**src/sv/wss_pkg.sv**
```systemverilog
// Shared types and constants for the window sample statistics block.
// No dependencies; the other design files refer to it by scoped names, the testbench imports it.
`timescale 1ns / 1ps
`default_nettype none

package wss_pkg;

   // Default number of ring slots.
   localparam int RING_DEPTH = 256;

   // Fixed field widths of the request and response words.
   localparam int SAMPLE_W  = 16;
   localparam int TIME_W    = 32;
   localparam int NEXT_W    = 8;
   localparam int FILLED_W  = 9;
   localparam int TOTAL_W   = 31;
   localparam int WSIZE_W   = 9;

   // Total counter wraps from its maximum back to one.
   localparam logic [TOTAL_W-1:0] TOTAL_MAX = {TOTAL_W{1'b1}};

   // Window size after reset.
   localparam logic [WSIZE_W-1:0] WSIZE_RESET = WSIZE_W'(256);

   // Register port: byte address, one 32-bit register per word.
   localparam int CSR_ADDR_W = 3;
   localparam int CSR_DATA_W = 32;
   localparam logic [CSR_ADDR_W-3:0] CSR_WINDOW_SIZE = '0;

   typedef struct packed {
      logic signed [SAMPLE_W-1:0] sample;
      logic        [TIME_W-1:0]   timestamp;
   } req_word_type;

   typedef struct packed {
      logic        [NEXT_W-1:0]   next_index;
      logic        [FILLED_W-1:0] filled_count;
      logic        [TOTAL_W-1:0]  total_count;
      logic signed [SAMPLE_W-1:0] max_value;
      logic        [TIME_W-1:0]   max_time;
      logic signed [SAMPLE_W-1:0] min_value;
      logic        [TIME_W-1:0]   min_time;
      logic signed [SAMPLE_W-1:0] mean_value;
   } rsp_word_type;

   // Controller to datapath commands.
   typedef struct packed {
      logic capture;   // take the request word, read the ring slot
      logic update;    // write the ring, update sums, counters and peaks
      logic prep;      // load the divider from the window sum
      logic div_step;  // one restoring division step
      logic load_out;  // move the finished word into the output register
   } wss_cmd_type;

   // Datapath to controller status.
   typedef struct packed {
      logic out_free;  // output register empty or emptied this cycle
   } wss_stat_type;

endpackage

`default_nettype wire

```
**src/sv/wss_ctrl.sv**
```systemverilog
// Sequencer for the window sample statistics block: one word at a time.
// Depends on wss_pkg for the command and status structs.
`timescale 1ns / 1ps
`default_nettype none

module wss_ctrl #(
   parameter int DIV_STEPS = wss_pkg::SAMPLE_W + $clog2(wss_pkg::RING_DEPTH + 1)
) (
   input  wire                    clock,
   input  wire                    reset,
   input  wire                    req_valid,
   output logic                   req_ready,
   input  wss_pkg::wss_stat_type  stat,
   output wss_pkg::wss_cmd_type   cmd
);

   localparam int STEP_W = $clog2(DIV_STEPS + 1);

   typedef enum logic [4:0] {
      S_IDLE   = 5'b00001,
      S_FETCH  = 5'b00010,
      S_PREP   = 5'b00100,
      S_DIVIDE = 5'b01000,
      S_FINISH = 5'b10000
   } state_type;

   state_type           state_ff, state_in;
   logic [STEP_W-1:0]   step_ff, step_in;

   always_comb begin
      state_in     = state_ff;
      step_in      = step_ff;
      req_ready    = 1'b0;
      cmd          = '0;
      unique case (state_ff)
         S_IDLE: begin
            req_ready   = 1'b1;
            cmd.capture = req_valid;
            if (req_valid) begin
               state_in = S_FETCH;
            end
         end
         S_FETCH: begin
            cmd.update = 1'b1;
            state_in   = S_PREP;
         end
         S_PREP: begin
            cmd.prep = 1'b1;
            step_in  = STEP_W'(DIV_STEPS);
            state_in = S_DIVIDE;
         end
         S_DIVIDE: begin
            cmd.div_step = 1'b1;
            step_in      = step_ff - STEP_W'(1);
            if (step_ff == STEP_W'(1)) begin
               state_in = S_FINISH;
            end
         end
         S_FINISH: begin
            // hold until the output register can take the word
            if (stat.out_free) begin
               cmd.load_out = 1'b1;
               state_in     = S_IDLE;
            end
         end
         default: begin
            state_in = S_IDLE;
         end
      endcase
   end

   always_ff @(posedge clock) begin
      if (reset) begin
         state_ff <= S_IDLE;
         step_ff  <= '0;
      end else begin
         state_ff <= state_in;
         step_ff  <= step_in;
      end
   end

endmodule

`default_nettype wire

```
**config.mk**
```make
export PLATFORM = sky130hd
export DESIGN_NAME = wss_ctrl
export DESIGN_NICKNAME = d
export VERILOG_FILES = /design/src/sv/wss_pkg.sv /design/src/sv/wss_ctrl.sv
export SDC_FILE = /design/constraint.sdc
export NUM_CORES = 1
export LEC_CHECK = 0
export BUFFER_PORTS_ARGS = -buffer_cell sky130_fd_sc_hd__buf_2
export CAP_MARGIN = 10
export CORE_AREA = 4 4 41 43
export CTS_CLUSTER_SIZE = 16
export DETAILED_ROUTE_END_ITERATION = 7
export DIE_AREA = 0 0 45 47
export GPL_ROUTABILITY_DRIVEN = 0
export PLACE_DENSITY_LB_ADDON = 0.1
export REMOVE_ABC_BUFFERS = 1
export SLEW_MARGIN = 20
export SYNTH_ARGS = -nofsm -noshare
export SYNTH_HDL_FRONTEND = slang
export SYNTH_SLANG_ARGS = --single-unit
```
**constraint.sdc**
```tcl
create_clock -name clock -period 2.7 [get_ports clock]
set_input_delay 0.135 -clock clock [delete_from_list [all_inputs] [get_ports clock]]
set_output_delay 0.135 -clock clock [all_outputs]
set_load 0.01 [all_outputs]
```
Yosys cells after proc, flatten, opt, wreduce, memory -nomap -nowiden
Index checks and enable logic that the tools add are counted.
{"block": "totals", "regBits": 10, "input_bits": 4, "output_inout_bits": 6, "word_cells": 26}
{"block": "op_classes", "addsub": 1, "eq_ne": 9, "mux": 12, "reduce_logical": 2}
{"cell": "5-bit case mux with 5 select lines", "count": 1}
{"cell": "5-bit 2-to-1 mux", "count": 3}
{"cell": "5-bit by 1-bit equality test with 1-bit output, second input constant", "count": 2}
{"cell": "5-bit case mux with 2 select lines", "count": 1}
{"cell": "1-bit 2-to-1 mux", "count": 7}
{"cell": "2-bit != test, second input constant", "count": 3}
{"cell": "5-bit by 2-bit equality test with 1-bit output, second input constant", "count": 1}
{"cell": "5-bit by 3-bit equality test with 1-bit output, second input constant", "count": 1}
{"cell": "5-bit by 4-bit equality test with 1-bit output, second input constant", "count": 1}
{"cell": "5-bit equality test, second input constant", "count": 1}
{"cell": "5-bit by 1-bit subtractor with 5-bit output, second input constant", "count": 1}
{"cell": "3-bit AND reduction", "count": 1}
{"cell": "2-bit nonzero test", "count": 1}

Depth between registers and ports, before layout
{"block": "depth", "word_depth": 3, "mapped_depth": 6, "mapped_depth_nobuf": 6}

Least setup slack after synthesis
Ideal clock, no wire load.
{"block": "synth_path", "path_kind": "reg2reg", "start": "register step_ff[0]", "end": "register step_ff[4]", "setup_time_ps": 88, "arrival_time_ps": 1191, "t_required_ps": 2612, "slack_ps": 1421, "path_stages_with_launch": 7, "path_buffers": 0, "period_less_slack_ps": 1279, "cell_sequence": "dfxtp_1 inv_1 ha_1 nor3b_1 nand3b_1 a21oi_2 a311oi_2"}
{"block": "synth_between", "elab_chain_len": 2}
{"item": "start, declared", "line_no": "wss_ctrl.sv:28", "rtl": "logic [STEP_W-1:0] step_ff, step_in;"}
{"item": "start signal, assigned", "line_no": "wss_ctrl.sv:78", "rtl": "step_ff <= step_in;"}
{"item": "5-bit by 1-bit subtractor with 5-bit output", "line_no": "wss_ctrl.sv:54", "rtl": "step_in = step_ff - STEP_W'(1);"}
{"item": "5-bit case mux with 2 select lines", "line_no": "wss_ctrl.sv:35", "rtl": "unique case (state_ff)"}
Every way passes these cells.
A chain may end at the register's enable or synchronous reset.

==> metrics.md <==
| Metric | Value |
|---|---|
| Worst R2R End | step_ff[4] |
| Mean routed wirelength per cell | 13.2 um |
| Die Width | 45 um |
| Largest net degree at the start of global routing | 10 |
| Slew HR | 72.7% |
| Critical Path Start | state_ff[4] |
| Root buf cell | clkbuf_4 |
| # DRC | 0 |
| Pleak | 0.261 nW |
| CP max stage delay | 0.37 ns |
| Reg2reg setup slack | 1.31 ns |
| Setup Viol. Count Final | 0 |
| Maximum clock rate | 0.637 GHz |
| TritonRoute pass-1 iters | 3 |
| Grt total ovfl | 0 |
| Mapped Area | 586 sq um |
| RSZ-0062 raised after global routing | no |
| CP Class | flip-flop to primary output |
| CP endpoint | cmd[1] |
| I/O pin cnt | 10 |
| Clock latency on the worst-skew pair | 0.27 ns |
| Sw frac | 26.3% |
| Gate count after technology mapping | 61 |
| Levels on crit path | 4 |
| Area growth from synthesis to layout | 13.5% |
| Total power | 298 uW |
| Area leader, netlist | dfxtp_1 |
| WL final | 1150 um |
| Switching power | 78.5 uW |
| Die H | 47 um |
| Worst-path fanout max | 6 |
| CTS Buffer Depth | 2 |
| Dpl cells | 84 |
| Worst path slowest cell | dfxtp_1 |
| Clock transition at path regs | 0.06 ns |
| Synth warn | 0 |
| Htree depth | 1 |
| Reg2reg path depth | 6 |
| Final #Nets | 80 |
| Initial antenna violation count | 0 |
| First-pass GRT wire length | 2000 um |
| Cell variety after synth | 31 |
| # hold bufs at CTS | 0 |
| Number of synthesized register bits | 10 |
| Clk sinks | 10 |
| Layout cells sized above 1 | 34.7% |
| R2R Path Start | step_ff[0] |
| Syn Area/Cell | 9.60 sq um |
| CP delay by family, top | simple AND/OR/NAND/NOR gates |
| Layout Utilization | 51.1% |
| Clk pwr share | 34.5% |
| Buffers on Ports | 9 |
| Buf/Inv on CP | 2 |
| Vias post-DR | 472 |
| Post-DP HPWL | 865 um |
| Peak VDD IR | 0.000161 V |
| Die area | 2120 sq um |
| Comb power frac | 12.6% |
| Sequential share of power | 52.9% |
| Status | complete, no violations |
| CP startpoint kind | flip-flop |
| DRT iter0 DRCs | 1 |
| Top cells by area, synth | dfxtp_1 (34%), a311oi_2 (5.1%), nor2b_4 (4.7%) |
| Hold Crit Class | primary input to flip-flop |
| CTS buffer count | 3 |
| Fill cells | 140 |
| Final setup TNS | 0 ns |
| Final Cycle Share | 58.1% |
| Crit path required time | 2.57 ns |
| Cells along the critical path | nor3_4, nand2_1, inv_2, buf_2 |
| Clock Skews | 0.00343 ns |
| Crit path time final | 1.57 ns |
| Max-cap check violation count | 0 |
| Dpl ws | 1.33 ns |
| Starting Density | 45.0% |
| Setup slack after layout | 1.13 ns |
| ANT cells | 0 |
| Least-Margin Pin Slew | 0.404 ns |
| Number of vias per cell | 5.43 |
| Worst setup EP type | primary output |
| Number of gates resized after CTS | 0 |
| Worst EP arrival | 1.43 ns |
| Final Hold Fails | 0 |
| Sequential share of the synthesized area | 34.2% |
| Fin cells | 87 |
| Synth top area share | 34.2% |
| Post-CTS Setup Bufs | 0 |
| Most frequent cells in the layout | dfxtp_1 (10), buf_2 (9), nor2_1 (5), inv_1 (4) |
| Max Transition Viols Final | 0 |
| Int Pwr | 220 uW |
| Floorplan row count | 13 |
| Gr usage total | 13.7% |
| Core ar. | 1300 sq um |
| Most common cell after layout, fill and taps aside | dfxtp_1 |
| PwrDens | 449 nW/um^2 |
| TritonCTS clock tree | yes |
| Routed Antenna Nets | 0 |
| Vias in the first global route | 483 |
-- power groups by stage --
stage	clock network, mW	registers [mW]	logic (mW)
after global placement	0	0.161	0.0380
after global routing	0.112	0.159	0.0418
final	0.103	0.158	0.0376
after floorplan	0	0.160	0.0250
after detailed placement	0	0.161	0.0380
after CTS	0.105	0.158	0.0382
-- cell usage after synthesis --
cell type and instances:
a211oi_2 1, a21oi_1 1, a21oi_2 3, a311oi_2 2
and2_1 2, and2_2 1, and3_1 1, and3b_1 1
and4b_1 1, clkbuf_4 1, dfxtp_1 10, ha_1 2
inv_1 4, inv_2 1, nand2_1 3, nand3_1 1
nand3b_1 2, nor2_1 5, nor2b_1 2, nor2b_4 2
nor3_1 3, nor3_4 1, nor3b_1 2, nor4_1 1
nor4b_1 1, o21a_4 1, o21ai_0 2, o22a_1 1
o311ai_1 1, o31ai_2 1, xor2_1 1
-- final cells by class --
cell class / count / area, sq um / area share [%]
clock buffer: 3 / 22.5 / 3.39
inverter: 5 / 18.8 / 2.82
multi-input combinational: 45 / 359 / 54.0
sequential: 10 / 200 / 30.1
tap: 15 / 18.8 / 2.82
timing repair buffer: 9 / 45.0 / 6.78
-- flip-flops by register name (all words and copies together), names as in the netlist --
name      count
step_ff       5
state_ff      5
-- metrics by stage --
step / area, sq um / hold WS [ns]
final: 664 / 0.160
after global routing: 664 / 0.173
after CTS: 664 / 0.160
after detailed placement: 642 / 0.443
after global placement: 642 / 0.432
after floorplan: 578 / 0.200
-- kinds of logic (layout without fill, tap and decap cells) --
kind of cell | count (synthesis) | after routing | share of synthesized area, %
AND/OR/NAND/NOR | 29 | 29 | 33.5
AO/OA/AOI/OAI | 13 | 13 | 22.0
flip-flops | 10 | 10 | 34.2
buffers and inverters | 6 | 17 | 4.49
adder cells (fa/ha/maj) | 2 | 2 | 4.27
XOR/XNOR | 1 | 1 | 1.50
-- routing by layer --
metal	vias to the layer above	GRT usage [%]	share of wire (%)
met5	-	0	0
met4	0	10.5	2.9
met3	5	3.45	5.1
met2	10	22.6	45
met1	215	15.0	47
li1	242	-	-
-- worst min path at each step --
stage,slack [ns],startpoint,end,depth (start not counted)
final,0.16,req_valid,state_ff[0],4
after global routing,0.17,req_valid,state_ff[0],4
after CTS,0.16,req_valid,state_ff[0],4
after detailed placement,0.44,req_valid,state_ff[0],4
after global placement,0.43,req_valid,state_ff[0],4
after floorplan,0.20,reset,step_ff[0],1
-- worst reg2reg max path, cell delays in order, from the launching register on --
cell	delay [ns]
dfxtp_1	0.35
inv_1	0.07
ha_1	0.15
nor3b_1	0.27
nand3b_1	0.17
a21oi_2	0.06
a311oi_2	0.22
No activity file was read; power rests on OpenSTA's default activity.
